--- config.mk ---
export PLATFORM = sky130hd
export DESIGN_NAME = reno_congestion_window_core
export DESIGN_NICKNAME = d
export VERILOG_FILES = /design/src/sv/rcw_pkg.sv /design/src/sv/rcw_csr.sv /design/src/sv/rcw_ctrl.sv /design/src/sv/rcw_datapath.sv /design/src/sv/reno_congestion_window_core.sv
export SDC_FILE = /design/constraint.sdc
export NUM_CORES = 1
export LEC_CHECK = 0
export ABC_CLOCK_PERIOD_IN_PS = 10400
export BUFFER_PORTS_ARGS = -buffer_cell sky130_fd_sc_hd__buf_2
export CELL_PAD_IN_SITES_DETAIL_PLACEMENT = 0
export CELL_PAD_IN_SITES_GLOBAL_PLACEMENT = 1
export CORE_ASPECT_RATIO = 0.75
export CORE_MARGIN = 1.5
export CORE_UTILIZATION = 51
export CTS_CLUSTER_DIAMETER = 50
export DETAILED_ROUTE_END_ITERATION = 6
export PLACE_DENSITY = 0.89
export SYNTH_ARGS = -nofsm -noshare
export SYNTH_HDL_FRONTEND = slang
export SYNTH_SLANG_ARGS = --single-unit
--- constraint.sdc ---
create_clock -name clock -period 10.4 [get_ports clock]
set_clock_uncertainty 0.1 [all_clocks]
set_input_delay 2.08 -clock clock [delete_from_list [all_inputs] [get_ports clock]]
set_output_delay 2.08 -clock clock [all_outputs]
set_load 0.01 [all_outputs]
--- src/sv/rcw_pkg.sv ---
// Types and constants shared by the congestion window core modules.
// No dependencies; the csr, controller, datapath and top-level modules import this package.
package rcw_pkg;

   typedef enum logic [1:0] {
      PH_SLOW  = 2'd0,
      PH_AVOID = 2'd1,
      PH_FAST  = 2'd2
   } phase_type;

   typedef enum logic [2:0] {
      ST_IDLE,
      ST_DECODE,
      ST_APPLY,
      ST_CHECK,
      ST_DIV_LOAD,
      ST_DIV_STEP,
      ST_DIV_ADD,
      ST_EMIT
   } state_type;

   // Commands from the controller to the datapath.
   typedef struct packed {
      logic load;
      logic decode;
      logic apply;
      logic check;
      logic div_load;
      logic div_step;
      logic div_add;
      logic emit;
   } cmd_type;

   // Status from the datapath to the controller.
   typedef struct packed {
      logic grow_pending;
      logic div_last;
      logic out_hold;
   } status_type;

   // Configuration that the datapath reads.
   typedef struct packed {
      logic [15:0] timeout_threshold;
      logic [19:0] packet_total;
      logic [2:0]  timeout_limit;
   } cfg_type;

   localparam int CSR_ADDR_BITS = 4;

   localparam logic [1:0] CSR_IDX_INIT_THR    = 2'd0;
   localparam logic [1:0] CSR_IDX_TIMEOUT_THR = 2'd1;
   localparam logic [1:0] CSR_IDX_PKT_TOTAL   = 2'd2;
   localparam logic [1:0] CSR_IDX_TO_LIMIT    = 2'd3;

   localparam logic [15:0] INIT_THR_RST    = 16'd55;
   localparam logic [15:0] TIMEOUT_THR_RST = 16'd64;
   localparam logic [19:0] PKT_TOTAL_RST   = 20'd1;
   localparam logic [2:0]  TO_LIMIT_RST    = 3'd5;

   localparam logic [2:0]  RUN_MAX     = 3'd7;
   localparam logic [1:0]  DUP_TRIGGER = 2'd3;
   localparam logic [15:0] FAST_ADD    = 16'd3;
   localparam logic [15:0] SAT16       = 16'hFFFF;
   localparam logic [31:0] WIN_MAX     = 32'hFFFF_FFFF;

endpackage

--- src/sv/rcw_csr.sv ---
// Configuration registers of the congestion window core behind an APB-style port.
// Depends on rcw_pkg for register indexes, reset values and cfg_type.
module rcw_csr
   import rcw_pkg::*;
(
   input  logic                     clock,
   input  logic                     reset,
   input  logic                     csr_psel,
   input  logic                     csr_penable,
   input  logic                     csr_pwrite,
   input  logic [CSR_ADDR_BITS-1:0] csr_paddr,
   input  logic [31:0]              csr_pwdata,
   output logic [31:0]              csr_prdata,
   output logic                     csr_pready,
   output cfg_type                  cfg
);

   logic [15:0] init_thr_ff, init_thr_in;
   logic [15:0] to_thr_ff, to_thr_in;
   logic [19:0] pkt_total_ff, pkt_total_in;
   logic [2:0]  to_limit_ff, to_limit_in;
   logic        wr_en;
   logic [1:0]  idx;

   assign csr_pready = 1'b1;
   assign wr_en      = csr_psel && csr_penable && csr_pwrite && csr_pready;
   assign idx        = csr_paddr[3:2];

   always_comb begin
      init_thr_in  = init_thr_ff;
      to_thr_in    = to_thr_ff;
      pkt_total_in = pkt_total_ff;
      to_limit_in  = to_limit_ff;
      if (wr_en) begin
         case (idx)
            CSR_IDX_INIT_THR:    init_thr_in  = csr_pwdata[15:0];
            CSR_IDX_TIMEOUT_THR: to_thr_in    = csr_pwdata[15:0];
            CSR_IDX_PKT_TOTAL:   pkt_total_in = csr_pwdata[19:0];
            CSR_IDX_TO_LIMIT:    to_limit_in  = csr_pwdata[2:0];
            default: ;
         endcase
      end
   end

   always_ff @(posedge clock) begin
      if (reset) begin
         init_thr_ff  <= INIT_THR_RST;
         to_thr_ff    <= TIMEOUT_THR_RST;
         pkt_total_ff <= PKT_TOTAL_RST;
         to_limit_ff  <= TO_LIMIT_RST;
      end else begin
         init_thr_ff  <= init_thr_in;
         to_thr_ff    <= to_thr_in;
         pkt_total_ff <= pkt_total_in;
         to_limit_ff  <= to_limit_in;
      end
   end

   always_comb begin
      case (idx)
         CSR_IDX_INIT_THR:    csr_prdata = 32'(init_thr_ff);
         CSR_IDX_TIMEOUT_THR: csr_prdata = 32'(to_thr_ff);
         CSR_IDX_PKT_TOTAL:   csr_prdata = 32'(pkt_total_ff);
         CSR_IDX_TO_LIMIT:    csr_prdata = 32'(to_limit_ff);
         default:             csr_prdata = '0;
      endcase
   end

   assign cfg.timeout_threshold = to_thr_ff;
   assign cfg.packet_total      = pkt_total_ff;
   assign cfg.timeout_limit     = to_limit_ff;

endmodule

--- src/sv/rcw_ctrl.sv ---
// Sequencing state machine of the congestion window core.
// Depends on rcw_pkg for state_type, cmd_type and status_type.
module rcw_ctrl
   import rcw_pkg::*;
(
   input  logic       clock,
   input  logic       reset,
   input  logic       req_tvalid,
   output logic       req_tready,
   input  status_type status,
   output cmd_type    cmd
);

   state_type state_ff, state_in;

   always_comb begin
      state_in = state_ff;
      case (state_ff)
         ST_IDLE:     if (req_tvalid) state_in = ST_DECODE;
         ST_DECODE:   state_in = ST_APPLY;
         ST_APPLY:    state_in = ST_CHECK;
         ST_CHECK:    state_in = status.grow_pending ? ST_DIV_LOAD : ST_EMIT;
         ST_DIV_LOAD: state_in = ST_DIV_STEP;
         ST_DIV_STEP: if (status.div_last) state_in = ST_DIV_ADD;
         ST_DIV_ADD:  state_in = ST_CHECK;
         ST_EMIT:     if (!status.out_hold) state_in = ST_IDLE;
         default:     state_in = ST_IDLE;
      endcase
   end

   always_ff @(posedge clock) begin
      if (reset) begin
         state_ff <= ST_IDLE;
      end else begin
         state_ff <= state_in;
      end
   end

   always_comb begin
      cmd        = '0;
      req_tready = 1'b0;
      case (state_ff)
         ST_IDLE: begin
            req_tready = 1'b1;
            cmd.load   = req_tvalid;
         end
         ST_DECODE:   cmd.decode   = 1'b1;
         ST_APPLY:    cmd.apply    = 1'b1;
         ST_CHECK:    cmd.check    = 1'b1;
         ST_DIV_LOAD: cmd.div_load = 1'b1;
         ST_DIV_STEP: cmd.div_step = 1'b1;
         ST_DIV_ADD:  cmd.div_add  = 1'b1;
         ST_EMIT:     cmd.emit     = !status.out_hold;
         default: ;
      endcase
   end

endmodule

--- src/sv/rcw_datapath.sv ---
// Datapath of the congestion window core: window state, event update,
// serial reciprocal divider and the result register. Depends on rcw_pkg.
module rcw_datapath
   import rcw_pkg::*;
#(
   parameter int SEQ_BITS   = 20,
   parameter int FRAC_BITS  = 16,
   parameter int ITER_LIMIT = 1024,
   localparam int OUT_W     = ((2 * SEQ_BITS + 37 + 7) / 8) * 8
)
(
   input  logic                clock,
   input  logic                reset,
   input  cmd_type             cmd,
   output status_type          status,
   input  cfg_type             cfg,
   input  logic                in_kind,
   input  logic [SEQ_BITS-1:0] in_ack,
   output logic                rsp_tvalid,
   input  logic                rsp_tready,
   output logic [OUT_W-1:0]    rsp_tdata
);

   localparam int WW  = 32 - FRAC_BITS;
   localparam int EW  = (WW > 16) ? WW : 16;
   localparam int GW  = EW + 1;
   localparam int CW  = $clog2(ITER_LIMIT + 1);
   localparam int DM1 = (SEQ_BITS + 1 > GW) ? SEQ_BITS + 1 : GW;
   localparam int DFW = ((DM1 > CW) ? DM1 : CW) + 1;
   localparam int QW  = FRAC_BITS + 1;
   localparam int BW  = $clog2(FRAC_BITS + 1);
   localparam int AW  = ((SEQ_BITS + 1 + FRAC_BITS > 32) ? SEQ_BITS + 1 + FRAC_BITS : 32) + 1;
   localparam int TW  = 17 + FRAC_BITS;
   localparam int XW  = (TW > 33) ? TW : 33;
   localparam int PW  = (SEQ_BITS > 20) ? SEQ_BITS : 20;
   localparam int NW  = ((SEQ_BITS > WW) ? SEQ_BITS : WW) + 1;

   localparam logic [31:0]         ONE_FX   = 32'd1 << FRAC_BITS;
   localparam logic [SEQ_BITS-1:0] SEQ_MASK = {SEQ_BITS{1'b1}};
   localparam logic signed [DFW-1:0] LIMIT_S = DFW'(ITER_LIMIT);
   localparam logic signed [DFW-1:0] ZERO_S  = DFW'(0);
   localparam logic [BW-1:0]       TOP_BIT  = BW'(FRAC_BITS);

   // Architectural state.
   phase_type             phase_ff, phase_in;
   logic [31:0]           win_ff, win_in;
   logic [15:0]           thr_ff, thr_in;
   logic [1:0]            dup_ff, dup_in;
   logic [SEQ_BITS-1:0]   base_ff, base_in;
   logic [SEQ_BITS:0]     high_ff, high_in;
   logic [2:0]            run_ff, run_in;

   // Per-item control.
   logic [CW-1:0]         count_ff, count_in;
   logic                  slow_chk_ff, slow_chk_in;
   logic                  retx_ff, retx_in;
   logic                  abort_ff, abort_in;
   logic                  out_valid_ff, out_valid_in;

   // Captured item and decoded flags.
   logic                  kind_ff;
   logic [SEQ_BITS-1:0]   ack_ff;
   logic                  skip_ff, dup_hit_ff, ack_new_ff, to_abort_ff, le_one_ff;
   logic [SEQ_BITS:0]     delta_ff;
   logic signed [GW-1:0]  gap_ff;
   logic [2:0]            run_next_ff;
   logic [15:0]           thr_half_ff;
   logic [1:0]            dup_next_ff;

   // Divider.
   logic [WW-1:0]         div_d_ff;
   logic [WW-1:0]         rem_ff, rem_in;
   logic [QW-1:0]         quo_ff, quo_in;
   logic [BW-1:0]         bit_ff;

   logic [OUT_W-1:0]      out_data_ff;

   // Combinational terms.
   logic [WW-1:0]         whole;
   logic                  skip_c, dup_hit_c, ack_new_c, to_abort_c, le_one_c;
   logic [SEQ_BITS:0]     delta_c;
   logic signed [GW-1:0]  gap_c;
   logic [2:0]            run_next_c;
   logic [EW-1:0]         half_e;
   logic [15:0]           thr_half_c;
   logic signed [DFW-1:0] diff, grow_src;
   logic [CW-1:0]         grow_cnt;
   logic [AW-1:0]         sum_delta;
   logic [TW-1:0]         thr_fx, fast_fx;
   logic [31:0]           thr_win, fast_win;
   logic [32:0]           sum_one, sum_q;
   logic [SEQ_BITS-1:0]   base_next;
   logic [WW:0]           div_sh;
   logic                  div_ge;
   logic [NW-1:0]         end_sum;
   logic [SEQ_BITS-1:0]   end_val;
   logic [15:0]           whole16;

   assign whole = win_ff[31:FRAC_BITS];

   // Event decode from the state before the event.
   always_comb begin
      skip_c    = PW'(base_ff) >= PW'(cfg.packet_total);
      dup_hit_c = !high_ff[SEQ_BITS] && (ack_ff == high_ff[SEQ_BITS-1:0]);
      ack_new_c = ack_ff >= base_ff;
      if (high_ff[SEQ_BITS]) begin
         delta_c = (SEQ_BITS + 1)'(ack_ff) + 1'b1;
      end else if (ack_ff >= high_ff[SEQ_BITS-1:0]) begin
         delta_c = (SEQ_BITS + 1)'(ack_ff) - high_ff;
      end else begin
         delta_c = '0;
      end
      gap_c      = GW'(thr_ff) - GW'(whole);
      run_next_c = (run_ff == RUN_MAX) ? RUN_MAX : run_ff + 3'd1;
      to_abort_c = run_next_c >= cfg.timeout_limit;
      le_one_c   = win_ff <= ONE_FX;
      half_e     = EW'(whole >> 1);
      thr_half_c = (half_e > EW'(SAT16)) ? SAT16 : half_e[15:0];
   end

   // Arithmetic of the update and the divider step, on registered decode results and state.
   always_comb begin
      diff     = DFW'(delta_ff) - DFW'(gap_ff);
      grow_src = (phase_ff == PH_SLOW) ? diff : DFW'(delta_ff);
      if (grow_src <= ZERO_S) begin
         grow_cnt = '0;
      end else if (grow_src > LIMIT_S) begin
         grow_cnt = CW'(ITER_LIMIT);
      end else begin
         grow_cnt = CW'(grow_src);
      end
      sum_delta = AW'(win_ff) + (AW'(delta_ff) << FRAC_BITS);
      thr_fx    = TW'(thr_ff) << FRAC_BITS;
      fast_fx   = (TW'(thr_half_ff) + TW'(FAST_ADD)) << FRAC_BITS;
      thr_win   = (XW'(thr_fx) > XW'(WIN_MAX)) ? WIN_MAX : 32'(thr_fx);
      fast_win  = (XW'(fast_fx) > XW'(WIN_MAX)) ? WIN_MAX : 32'(fast_fx);
      sum_one   = 33'(win_ff) + 33'(ONE_FX);
      sum_q     = 33'(win_ff) + 33'(quo_ff);
      base_next = (ack_ff == SEQ_MASK) ? SEQ_MASK : ack_ff + 1'b1;
      div_sh    = {rem_ff, (bit_ff == TOP_BIT)};
      div_ge    = div_sh >= {1'b0, div_d_ff};
   end

   always_comb begin
      phase_in     = phase_ff;
      win_in       = win_ff;
      thr_in       = thr_ff;
      dup_in       = dup_ff;
      base_in      = base_ff;
      high_in      = high_ff;
      run_in       = run_ff;
      count_in     = count_ff;
      slow_chk_in  = slow_chk_ff;
      retx_in      = retx_ff;
      abort_in     = abort_ff;
      rem_in       = rem_ff;
      quo_in       = quo_ff;
      out_valid_in = out_valid_ff && !rsp_tready;

      if (cmd.load) begin
         retx_in     = 1'b0;
         abort_in    = 1'b0;
         slow_chk_in = 1'b0;
      end

      if (cmd.apply && !skip_ff) begin
         if (kind_ff) begin
            run_in = run_next_ff;
            if (to_abort_ff) begin
               abort_in = 1'b1;
            end else begin
               thr_in   = le_one_ff ? cfg.timeout_threshold : thr_half_ff;
               win_in   = ONE_FX;
               dup_in   = '0;
               phase_in = PH_SLOW;
               retx_in  = 1'b1;
            end
         end else begin
            run_in = '0;
            if (dup_hit_ff) begin
               if (phase_ff == PH_FAST) begin
                  win_in = sum_one[32] ? WIN_MAX : sum_one[31:0];
               end else begin
                  dup_in = dup_next_ff;
                  if (dup_next_ff == DUP_TRIGGER) begin
                     thr_in   = thr_half_ff;
                     win_in   = fast_win;
                     phase_in = PH_FAST;
                     retx_in  = 1'b1;
                  end
               end
            end else if (ack_new_ff) begin
               case (phase_ff)
                  PH_SLOW: begin
                     if (diff > ZERO_S) begin
                        // Threshold crossed inside this ack: the rest grows in avoidance.
                        win_in   = thr_win;
                        count_in = grow_cnt;
                        phase_in = PH_AVOID;
                     end else begin
                        win_in      = (sum_delta > AW'(WIN_MAX)) ? WIN_MAX : 32'(sum_delta);
                        slow_chk_in = 1'b1;
                     end
                  end
                  PH_AVOID: count_in = grow_cnt;
                  PH_FAST: begin
                     win_in   = thr_win;
                     phase_in = PH_AVOID;
                  end
                  default: ;
               endcase
               dup_in  = '0;
               base_in = base_next;
               high_in = {1'b0, ack_ff};
            end
         end
      end

      if (cmd.check && slow_chk_ff) begin
         if (EW'(whole) >= EW'(thr_ff)) phase_in = PH_AVOID;
         slow_chk_in = 1'b0;
      end

      if (cmd.div_load) begin
         rem_in = '0;
         quo_in = '0;
      end

      if (cmd.div_step) begin
         rem_in = div_ge ? WW'(div_sh - {1'b0, div_d_ff}) : div_sh[WW-1:0];
         quo_in = {quo_ff[QW-2:0], div_ge};
      end

      if (cmd.div_add) begin
         win_in   = sum_q[32] ? WIN_MAX : sum_q[31:0];
         count_in = count_ff - 1'b1;
      end

      if (cmd.emit) out_valid_in = 1'b1;
   end

   always_ff @(posedge clock) begin
      if (reset) begin
         phase_ff     <= PH_SLOW;
         win_ff       <= ONE_FX;
         thr_ff       <= INIT_THR_RST;
         dup_ff       <= '0;
         base_ff      <= '0;
         high_ff      <= '1;
         run_ff       <= '0;
         count_ff     <= '0;
         slow_chk_ff  <= 1'b0;
         retx_ff      <= 1'b0;
         abort_ff     <= 1'b0;
         out_valid_ff <= 1'b0;
      end else begin
         phase_ff     <= phase_in;
         win_ff       <= win_in;
         thr_ff       <= thr_in;
         dup_ff       <= dup_in;
         base_ff      <= base_in;
         high_ff      <= high_in;
         run_ff       <= run_in;
         count_ff     <= count_in;
         slow_chk_ff  <= slow_chk_in;
         retx_ff      <= retx_in;
         abort_ff     <= abort_in;
         out_valid_ff <= out_valid_in;
      end
   end

   // Payload registers: no reset needed.
   always_ff @(posedge clock) begin
      if (cmd.load) begin
         kind_ff <= in_kind;
         ack_ff  <= in_ack;
      end
      if (cmd.decode) begin
         skip_ff     <= skip_c;
         dup_hit_ff  <= dup_hit_c;
         ack_new_ff  <= ack_new_c;
         to_abort_ff <= to_abort_c;
         le_one_ff   <= le_one_c;
         delta_ff    <= delta_c;
         gap_ff      <= gap_c;
         run_next_ff <= run_next_c;
         thr_half_ff <= thr_half_c;
         dup_next_ff <= dup_ff + 2'd1;
      end
      if (cmd.div_load) begin
         // A window below one whole packet divides by one.
         div_d_ff <= (whole == '0) ? WW'(1) : whole;
         bit_ff   <= TOP_BIT;
      end
      if (cmd.div_step) bit_ff <= bit_ff - 1'b1;
      rem_ff <= rem_in;
      quo_ff <= quo_in;
      if (cmd.emit) out_data_ff <= OUT_W'({abort_ff, skip_c, thr_ff, whole16, 2'(phase_ff),
                                           retx_ff, end_val, base_ff});
   end

   always_comb begin
      end_sum = NW'(base_ff) + NW'(whole);
      end_val = (end_sum > NW'(SEQ_MASK)) ? SEQ_MASK : end_sum[SEQ_BITS-1:0];
      whole16 = (EW'(whole) > EW'(SAT16)) ? SAT16 : 16'(whole);
   end

   assign status.grow_pending = count_ff != '0;
   assign status.div_last     = bit_ff == '0;
   assign status.out_hold     = out_valid_ff && !rsp_tready;

   assign rsp_tvalid = out_valid_ff;
   assign rsp_tdata  = out_data_ff;

endmodule

--- src/sv/reno_congestion_window_core.sv ---
// Top level of the Reno-style congestion window core.
// Depends on rcw_pkg, rcw_csr, rcw_ctrl and rcw_datapath.
//
//   Channel   Direction  Handshake            Contents
//   req_      in         tvalid/tready        one event: ack or receive timeout
//   rsp_      out        tvalid/tready        window bounds, flags, phase, threshold
//   csr_      in/out     psel/penable/pready  four configuration registers
//
// Accepted in the idle state, an item passes through decode, apply and check; then, for
// each of n avoidance increments it causes (at most ITER_LIMIT), through a divider load, the
// steps of a serial restoring division of 2^FRAC_BITS by floor(window), one bit per cycle, and
// an add and a new check. Its result is registered in emit, before the next item is taken.
// Reset is synchronous and needs no clearing pass. A stalled result holds its value; the
// next item is still taken and worked on, but its result waits, holding off the input.
module reno_congestion_window_core
   import rcw_pkg::*;
#(
   parameter int SEQ_BITS   = 20,
   parameter int FRAC_BITS  = 16,
   parameter int ITER_LIMIT = 1024,
   localparam int IN_W      = ((SEQ_BITS + 7) / 8) * 8,
   localparam int OUT_W     = ((2 * SEQ_BITS + 37 + 7) / 8) * 8
)
(
   input  logic                     clock,
   input  logic                     reset,
   input  logic                     req_tvalid,
   output logic                     req_tready,
   // ack_number in the lowest SEQ_BITS bits, zero above.
   input  logic [IN_W-1:0]          req_tdata,
   // event_kind: 0 acknowledgement, 1 receive timeout.
   input  logic                     req_tuser,
   output logic                     rsp_tvalid,
   input  logic                     rsp_tready,
   // From bit 0 up: window_base, window_end, retransmit, phase, window_whole,
   // threshold, transfer_done, abort, then zero fill.
   output logic [OUT_W-1:0]         rsp_tdata,
   input  logic                     csr_psel,
   input  logic                     csr_penable,
   input  logic                     csr_pwrite,
   input  logic [CSR_ADDR_BITS-1:0] csr_paddr,
   input  logic [31:0]              csr_pwdata,
   output logic [31:0]              csr_prdata,
   output logic                     csr_pready
);

   cfg_type    cfg;
   cmd_type    cmd;
   status_type status;

   // Register file; only the datapath-visible fields leave it.
   rcw_csr u_csr (
      .clock       (clock),
      .reset       (reset),
      .csr_psel    (csr_psel),
      .csr_penable (csr_penable),
      .csr_pwrite  (csr_pwrite),
      .csr_paddr   (csr_paddr),
      .csr_pwdata  (csr_pwdata),
      .csr_prdata  (csr_prdata),
      .csr_pready  (csr_pready),
      .cfg         (cfg)
   );

   // The controller sequences decode, update, the divide loop and the result write.
   rcw_ctrl u_ctrl (
      .clock      (clock),
      .reset      (reset),
      .req_tvalid (req_tvalid),
      .req_tready (req_tready),
      .status     (status),
      .cmd        (cmd)
   );

   // The datapath holds the window state and the output register.
   rcw_datapath #(
      .SEQ_BITS   (SEQ_BITS),
      .FRAC_BITS  (FRAC_BITS),
      .ITER_LIMIT (ITER_LIMIT)
   ) u_datapath (
      .clock      (clock),
      .reset      (reset),
      .cmd        (cmd),
      .status     (status),
      .cfg        (cfg),
      .in_kind    (req_tuser),
      .in_ack     (req_tdata[SEQ_BITS-1:0]),
      .rsp_tvalid (rsp_tvalid),
      .rsp_tready (rsp_tready),
      .rsp_tdata  (rsp_tdata)
   );

endmodule

==> qor.txt, run 1 <==
final-layout worst hold slack = 0.339 ns
non-filler instance count after layout = 3310
number of global-route vias before repair = 18700
final hold violation count = 0
multiplexer share of the synthesized area = 1.91%
net count of the finished layout = 2929
leakage power summed over all cells = 10.7 nW
growth of design area from synthesis to finish = 11.0%
final weighted congestion of routability-driven global placement = 0.959
xor/xnor share of the synthesized area = 4.79%
worst vdd rail ir drop = 0.142 mV
warning count from the yosys run = 0
max-slew violation count = 0
tightest slew margin relative to the limit = 5.28%
class of the most critical hold timing path = flip-flop to flip-flop
cell taking the most area after synthesis = sky130_fd_sc_hd__edfxtp_1
width of the die = 251 µm
clock slew at reported path FFs = 0.06 ns
HPWL Detailed = 53600 µm
cts-stage hold buffer count = 0
Final Total Pwr = 4.30 mW
Post-synth ARST share = 0%
number of instances in the synthesized netlist = 2588
overall routed net length = 72900 µm
area of the core region = 45900 µm²
Int Power = 2.94 mW
Syn Area/Cell = 9.12 µm²
Flop pwr share = 41.7%
most frequently used cell type in the post-synthesis netlist = sky130_fd_sc_hd__nand2_1
standard-cell row count = 68
top flip-flop cell by instance count after synthesis = sky130_fd_sc_hd__edfxtp_1
clock period minus worst slack = 6.14 ns
n_diodes = 0
GR Overflow Total = 0
I/O Pins = 183
unrepaired setup endpoints after global routing = no
largest net degree at the start of global routing = 70
synthesized-area fraction occupied by and/or/nand/nor cells = 17.0%
Avg Vias per Cell = 6.19
total setup violations reported at the end of the flow = 0
number of clock buffers inserted by TritonCTS = 44
insertion delay of the later-clocked pin in the worst-skew pair = 0.59 ns
number of antenna violations at the first check in global routing = 3
vias = 20500
Crit. End Element = output pin
cell chosen for the clock root = sky130_fd_sc_hd__clkbuf_16
global routing usage summed across all routing layers = 30.1%
Worst-Margin Slew = 1.41 ns
Post-CTS Setup Repair Bufs = 0
residual DRC count = 0
dominant combinational cell family by area after synthesis = compound AO/OA/AOI/OAI gates
CP Launch Type = input pin
Req. time, crit path = 8.22 ns
clock network fraction of design power = 36.1%
critical path data arrival time = 3.96 ns
clock tree from TritonCTS = done
post-synthesis instance area = 23600 µm²
cell total after placement = 3230
fraction of the yosys area taken by sequential cells = 41.7%
post-route fraction of the period consumed by the critical path = 59.0%
switching power summed over all nets = 1.36 mW
final design area excluding fillers = 26200 µm²
remaining antenna violation count = 0
post-synthesis cell type count = 91
Yosys top cell area share = 27.4%
Routed wire per std cell = 22.0 µm
Die Footprint = 47600 µm²
PD cells = 164 nW/µm²
area post-placement = 24800 µm²
die height = 189 µm
total number of H-tree levels = 2
reported max-cap violation count = 0
wire length of the first global-routing pass = 110000 µm
TNS Setup = 0 ns
layout cell share with drive strength beyond 1 = 11.0%
highest achievable clock rate = 0.163 GHz
switching portion of total power = 31.6%
synthesized-area fraction occupied by ao, oa, aoi and oai cells = 19.4%
fraction of the mapped netlist area in adder cells = 9.77%
kind of critical path = input pin to output pin
synthesis-stage register bit count = 384
initial detailed-routing violation count = 2334
top cells by instance count after synthesis = sky130_fd_sc_hd__nand2_1, sky130_fd_sc_hd__edfxtp_1, sky130_fd_sc_hd__nor2_1
drt pass-1 iters = 6
number of enable-type register cells in the synthesized netlist = 215
clock sink count = 384
maximum buffer depth of the clock tree = 3
proportion of power drawn by combinational gates = 22.2%
Resize count post-CTS = 0
Worst Path Max Fanout = 21
count of input and output buffers = 148
outcome = finished, final reports clean
initial core utilization = 51.5%
ranking of synthesized cells by area = sky130_fd_sc_hd__edfxtp_1, sky130_fd_sc_hd__dfxtp_1, sky130_fd_sc_hd__ha_1
[cell families after synthesis]
kind of cell	Yosys count
XOR/XNOR	129
AO/OA/AOI/OAI	689
flip-flops	384
other	2
multiplexers	41
buffers and inverters	313
adder cells (fa/ha/maj)	180
AND/OR/NAND/NOR	850
[state kept, by name (all words and copies together) (netlist names), 2 cells and up]
register                count
u_datapath.rsp_tdata       77
u_datapath.win_ff          32
u_datapath.delta_ff        21
u_datapath.high_ff         21
u_csr.pkt_total_ff         20
u_datapath.ack_ff          20
u_datapath.base_ff         20
u_datapath.gap_ff          17
u_datapath.quo_ff          17
u_csr.init_thr_ff          16
u_csr.to_thr_ff            16
u_datapath.div_d_ff        16
u_datapath.rem_ff          16
u_datapath.thr_ff          16
u_datapath.thr_half_ff     15
u_datapath.count_ff        11
u_datapath.bit_ff           5
u_csr.to_limit_ff           3
u_ctrl.state_ff             3
u_datapath.run_ff           3
u_datapath.run_next_ff      3
u_datapath.dup_ff           2
u_datapath.dup_next_ff      2
u_datapath.phase_ff         2
[critical path, cell delays in order]
cell                      delay (ns)
sky130_fd_sc_hd__buf_2          0.38
sky130_fd_sc_hd__nor2b_1        0.97
sky130_fd_sc_hd__nand2_1        0.10
sky130_fd_sc_hd__o21ai_0        0.21
sky130_fd_sc_hd__buf_2          0.21
[stage by stage]
stage / setup WS [ns] / utilization [%]
floorplan: 4.32 / -
global placement: 4.39 / 54.0
detailed placement: 4.36 / 54.0
CTS: 4.34 / 57.1
global route: 4.08 / 57.1
finish: 4.26 / 57.1
[cells in the final DEF, fill, tap and decap left out, types with 17 or more instances in the layout]
cell / count
sky130_fd_sc_hd__a211oi_1: 27
sky130_fd_sc_hd__a21o_1: 41
sky130_fd_sc_hd__a21oi_1: 190
sky130_fd_sc_hd__a221oi_1: 17
sky130_fd_sc_hd__a31oi_1: 27
sky130_fd_sc_hd__and2_1: 17
sky130_fd_sc_hd__and3_1: 37
sky130_fd_sc_hd__buf_2: 147
sky130_fd_sc_hd__buf_4: 31
sky130_fd_sc_hd__clkbuf_16: 46
sky130_fd_sc_hd__dfxtp_1: 169
sky130_fd_sc_hd__edfxtp_1: 215
sky130_fd_sc_hd__ha_1: 173
sky130_fd_sc_hd__inv_1: 168
sky130_fd_sc_hd__mux2i_1: 35
sky130_fd_sc_hd__nand2_1: 294
sky130_fd_sc_hd__nand2b_1: 28
sky130_fd_sc_hd__nand3_1: 73
sky130_fd_sc_hd__nand4_1: 42
sky130_fd_sc_hd__nor2_1: 199
sky130_fd_sc_hd__nor2b_1: 26
sky130_fd_sc_hd__nor3_1: 44
sky130_fd_sc_hd__nor4_1: 18
sky130_fd_sc_hd__o211ai_1: 34
sky130_fd_sc_hd__o21a_1: 34
sky130_fd_sc_hd__o21ai_0: 118
sky130_fd_sc_hd__o22ai_1: 39
sky130_fd_sc_hd__o31ai_1: 32
sky130_fd_sc_hd__or3_1: 21
sky130_fd_sc_hd__xnor2_1: 87
sky130_fd_sc_hd__xor2_1: 42
[worst paths after layout]
| kind | from | endpoint | slack (ns) | cells past startpoint |
|---|---|---|---|---|
| max reg2reg | u_datapath.delta_ff[0] | u_datapath.win_ff[15] | 5.35 | 14 |
| min | u_datapath.retx_ff | u_datapath.rsp_tdata[40] | 0.34 | 0 |
| max | csr_paddr[2] | csr_prdata[13] | 4.26 | 5 |
| min reg2reg | u_datapath.retx_ff | u_datapath.rsp_tdata[40] | 0.34 | 0 |
[area by class of cell]
| class | instances | area, µm² |
|---|---|---|
| Clock buffer | 60 | 1230 |
| Fill cell | 4048 | 19700 |
| Clock inverter | 20 | 198 |
| Tap cell | 595 | 744 |
| Multi-Input combinational cell | 1905 | 12600 |
| Inverter | 168 | 631 |
| Sequential cell | 384 | 9840 |
| Timing Repair Buffer | 178 | 968 |
[per-layer routing]
layer	global-route usage [%]	wire length [µm]
met3	6.45	7530
met5	0	10
met2	43.8	30400
met1	44.9	33300
met4	8.04	1660
[power groups by stage]
stage          Combinational [mW]  Sequential (mW)  Clock (mW)
6_report                    0.954             1.79        1.55
5_1_grt                      1.04             1.80        1.63
4_1_cts                     0.936             1.79        1.57
3_5_place_dp                0.929             1.82           0
3_3_place_gp                0.912             1.82           0
2_1_floorplan               0.706             1.78           0
Power figures use the tool's default switching activity.
==> run 2, diff against run 1 <==
--- a/config.mk
+++ b/config.mk
@@ -5,16 +5,16 @@
 export SDC_FILE = /design/constraint.sdc
 export NUM_CORES = 1
 export LEC_CHECK = 0
-export ABC_CLOCK_PERIOD_IN_PS = 10400
+export ABC_CLOCK_PERIOD_IN_PS = 5800
 export BUFFER_PORTS_ARGS = -buffer_cell sky130_fd_sc_hd__buf_2
 export CELL_PAD_IN_SITES_DETAIL_PLACEMENT = 0
 export CELL_PAD_IN_SITES_GLOBAL_PLACEMENT = 1
 export CORE_ASPECT_RATIO = 0.75
 export CORE_MARGIN = 1.5
-export CORE_UTILIZATION = 51
+export CORE_UTILIZATION = 47
 export CTS_CLUSTER_DIAMETER = 50
 export DETAILED_ROUTE_END_ITERATION = 6
-export PLACE_DENSITY = 0.89
+export PLACE_DENSITY = 0.84
 export SYNTH_ARGS = -nofsm -noshare
 export SYNTH_HDL_FRONTEND = slang
 export SYNTH_SLANG_ARGS = --single-unit
==> constraint.sdc (replaced) <==
create_clock -name clock -period 5.8 [get_ports clock]
set_clock_uncertainty 0.1 [all_clocks]
set_input_delay 1.16 -clock clock [delete_from_list [all_inputs] [get_ports clock]]
set_output_delay 1.16 -clock clock [all_outputs]
set_load 0.01 [all_outputs]
==> run 2 against run 1 <==
Against the previous run: the flow now finishes with violations (design-rule violations); sequential share of layout area shrank 0.12 points; via count is essentially flat; register-to-register slack lost 4.5 ns; routed wire length grew 1.1%; count of clock-buffer cells in the layout shrank 4; combinational power grew 79%; final cell count grew 1.7%.
==> qor.txt, run 2 (synthesis results as in run 1) <==
outcome = finished, violations left
violations in the final reports = design-rule violations
number of global-route vias before repair = 19000
launching point of the worst reg2reg path = u_datapath.delta_ff[0]
maximum buffer depth of the clock tree = 3
highest achievable clock rate = 0.203 GHz
remaining antenna violation count = 0
residual DRC count = 6
most frequent standard cell in the layout excluding fill and tap cells = sky130_fd_sc_hd__nand2_1
net count of the finished layout = 2930
total number of H-tree levels = 2
global routing usage summed across all routing layers = 28.5%
I/O Pins = 183
clock tree from TritonCTS = done
tightest slew margin relative to the limit = 23.4%
switching power summed over all nets = 2.43 mW
insertion delay of the later-clocked pin in the worst-skew pair = 0.60 ns
final-layout worst hold slack = 0.335 ns
Die Footprint = 51600 µm²
CP Launch Type = flip-flop
Int Power = 5.28 mW
final weighted congestion of routability-driven global placement = 0.924
GR Overflow Total = 0
count of input and output buffers = 148
Routed wire per std cell = 21.9 µm
destination of the critical timing path = u_datapath.win_ff[4]
Avg Vias per Cell = 6.08
reported max-cap violation count = 0
post-route fraction of the period consumed by the critical path = 84.8%
top library cells by usage in the layout, fill and taps aside = sky130_fd_sc_hd__nand2_1, sky130_fd_sc_hd__edfxtp_1, sky130_fd_sc_hd__nor2_1
Req. time, crit path = 6.22 ns
flip-flop count of the largest register after layout = 77
largest net degree at the start of global routing = 75
kind of critical path = flip-flop to flip-flop
leakage power summed over all cells = 10.7 nW
layout cell share with drive strength beyond 1 = 11.1%
clock slew at reported path FFs = 0.06 ns
Flop pwr share = 41.6%
HPWL Detailed = 54600 µm
Post-CTS Setup Repair Bufs = 0
growth of design area from synthesis to finish = 11.3%
initial core utilization = 48.0%
class of the most critical hold timing path = flip-flop to flip-flop
final hold violation count = 0
clock period minus worst slack = 4.92 ns
standard-cell row count = 70
initial detailed-routing violation count = 2007
overall routed net length = 73700 µm
destination of the worst register-to-register timing path = u_datapath.win_ff[4]
launching element of the worst setup path = u_datapath.delta_ff[0]
area post-placement = 24800 µm²
width of the die = 262 µm
proportion of power drawn by combinational gates = 22.1%
cell chosen for the clock root = sky130_fd_sc_hd__clkbuf_16
unrepaired setup endpoints after global routing = no
Final Total Pwr = 7.71 mW
Resize count post-CTS = 0
Layout Utilization = 53.5%
die height = 197 µm
cts-stage hold buffer count = 0
number of antenna violations at the first check in global routing = 5
wire length of the first global-routing pass = 113000 µm
number of clock buffers inserted by TritonCTS = 44
worst vdd rail ir drop = 0.216 mV
drt pass-1 iters = 7
reg-to-reg setup timing slack = 0.88 ns
Worst-Margin Slew = 1.15 ns
clock sink count = 384
switching portion of total power = 31.5%
clock network fraction of design power = 36.2%
critical path data arrival time = 5.34 ns
area of the core region = 49100 µm²
max-slew violation count = 0
Crit. End Element = flip-flop
worst reg2reg path depth = 14
total setup violations reported at the end of the flow = 0
TNS Setup = 0 ns
vias = 20500
final design area excluding fillers = 26300 µm²
Worst Path Max Fanout = 17
PD cells = 294 nW/µm²
run 2: changes by cell type in the layout (fill, tap and decap cells not counted), moves of 2 or more:
cell,previous run,this run
sky130_fd_sc_hd__clkbuf_8,3,0
sky130_fd_sc_hd__clkinv_4,1,5
sky130_fd_sc_hd__clkinv_2,3,8
sky130_fd_sc_hd__inv_8,4,2
sky130_fd_sc_hd__bufinv_16,2,4
sky130_fd_sc_hd__clkbuf_16,46,44
sky130_fd_sc_hd__clkinv_1,4,1
run 2: cell type report:
type / instances / area (µm²)
Sequential cell: 384 / 9840
Tap cell: 648 / 811
Antenna cell: 1 / 2.50
Inverter: 168 / 631
Clock inverter: 24 / 284
Timing Repair Buffer: 179 / 976
Fill cell: 4519 / 22900
Multi-Input combinational cell: 1905 / 12600
Clock buffer: 56 / 1150
run 2: power by group through the flow:
| stage | clock network (mW) | logic (mW) | registers [mW] |
|---|---|---|---|
| 5_1_grt | 2.93 | 1.88 | 3.22 |
| 2_1_floorplan | 0 | 1.27 | 3.18 |
| 6_report | 2.79 | 1.71 | 3.21 |
| 3_3_place_gp | 0 | 1.65 | 3.26 |
| 4_1_cts | 2.83 | 1.68 | 3.20 |
| 3_5_place_dp | 0 | 1.67 | 3.26 |
run 2: stage by stage:
stage	worst slack, ns	cells
6_report	0.880	3365
5_1_grt	0.728	3364
4_1_cts	1.02	3364
3_5_place_dp	0.994	3284
3_3_place_gp	1.14	3284
2_1_floorplan	0.747	2602
run 2: layer usage:
layer	wire length [µm]	share of wire (%)	track usage, %	vias to the layer above
li1	-	-	-	9611
met1	34600	47	43.2	9936
met2	30700	42	41.1	798
met3	6960	9.4	6.53	114
met4	1400	1.9	5.77	2
met5	13	0.018	0	-
run 2: critical path: stages, from the launching register on:
cell	delay (ns)
sky130_fd_sc_hd__edfxtp_1	0.50
sky130_fd_sc_hd__inv_1	0.09
sky130_fd_sc_hd__ha_1	0.17
sky130_fd_sc_hd__inv_1	0.06
sky130_fd_sc_hd__fa_1	0.47
sky130_fd_sc_hd__a21oi_1	0.23
sky130_fd_sc_hd__o221ai_1	0.32
sky130_fd_sc_hd__xor2_1	0.27
sky130_fd_sc_hd__a211oi_1	0.31
sky130_fd_sc_hd__o2111ai_1	0.23
sky130_fd_sc_hd__a2111oi_1	0.63
sky130_fd_sc_hd__nand3_2	0.26
sky130_fd_sc_hd__a21oi_4	0.55
sky130_fd_sc_hd__a21o_2	0.44
sky130_fd_sc_hd__o221a_2	0.26
run 2: worst min-delay path by stage:
stage,start,end,slack [ns],depth (start not counted)
floorplan,u_datapath.phase_ff[0],u_datapath.rsp_tdata[41],0.31,0
global placement,u_datapath.retx_ff,u_datapath.rsp_tdata[40],0.32,0
detailed placement,u_datapath.retx_ff,u_datapath.rsp_tdata[40],0.32,0
CTS,u_datapath.retx_ff,u_datapath.rsp_tdata[40],0.33,0
global route,u_datapath.retx_ff,u_datapath.rsp_tdata[40],0.37,0
finish,u_datapath.retx_ff,u_datapath.rsp_tdata[40],0.33,0
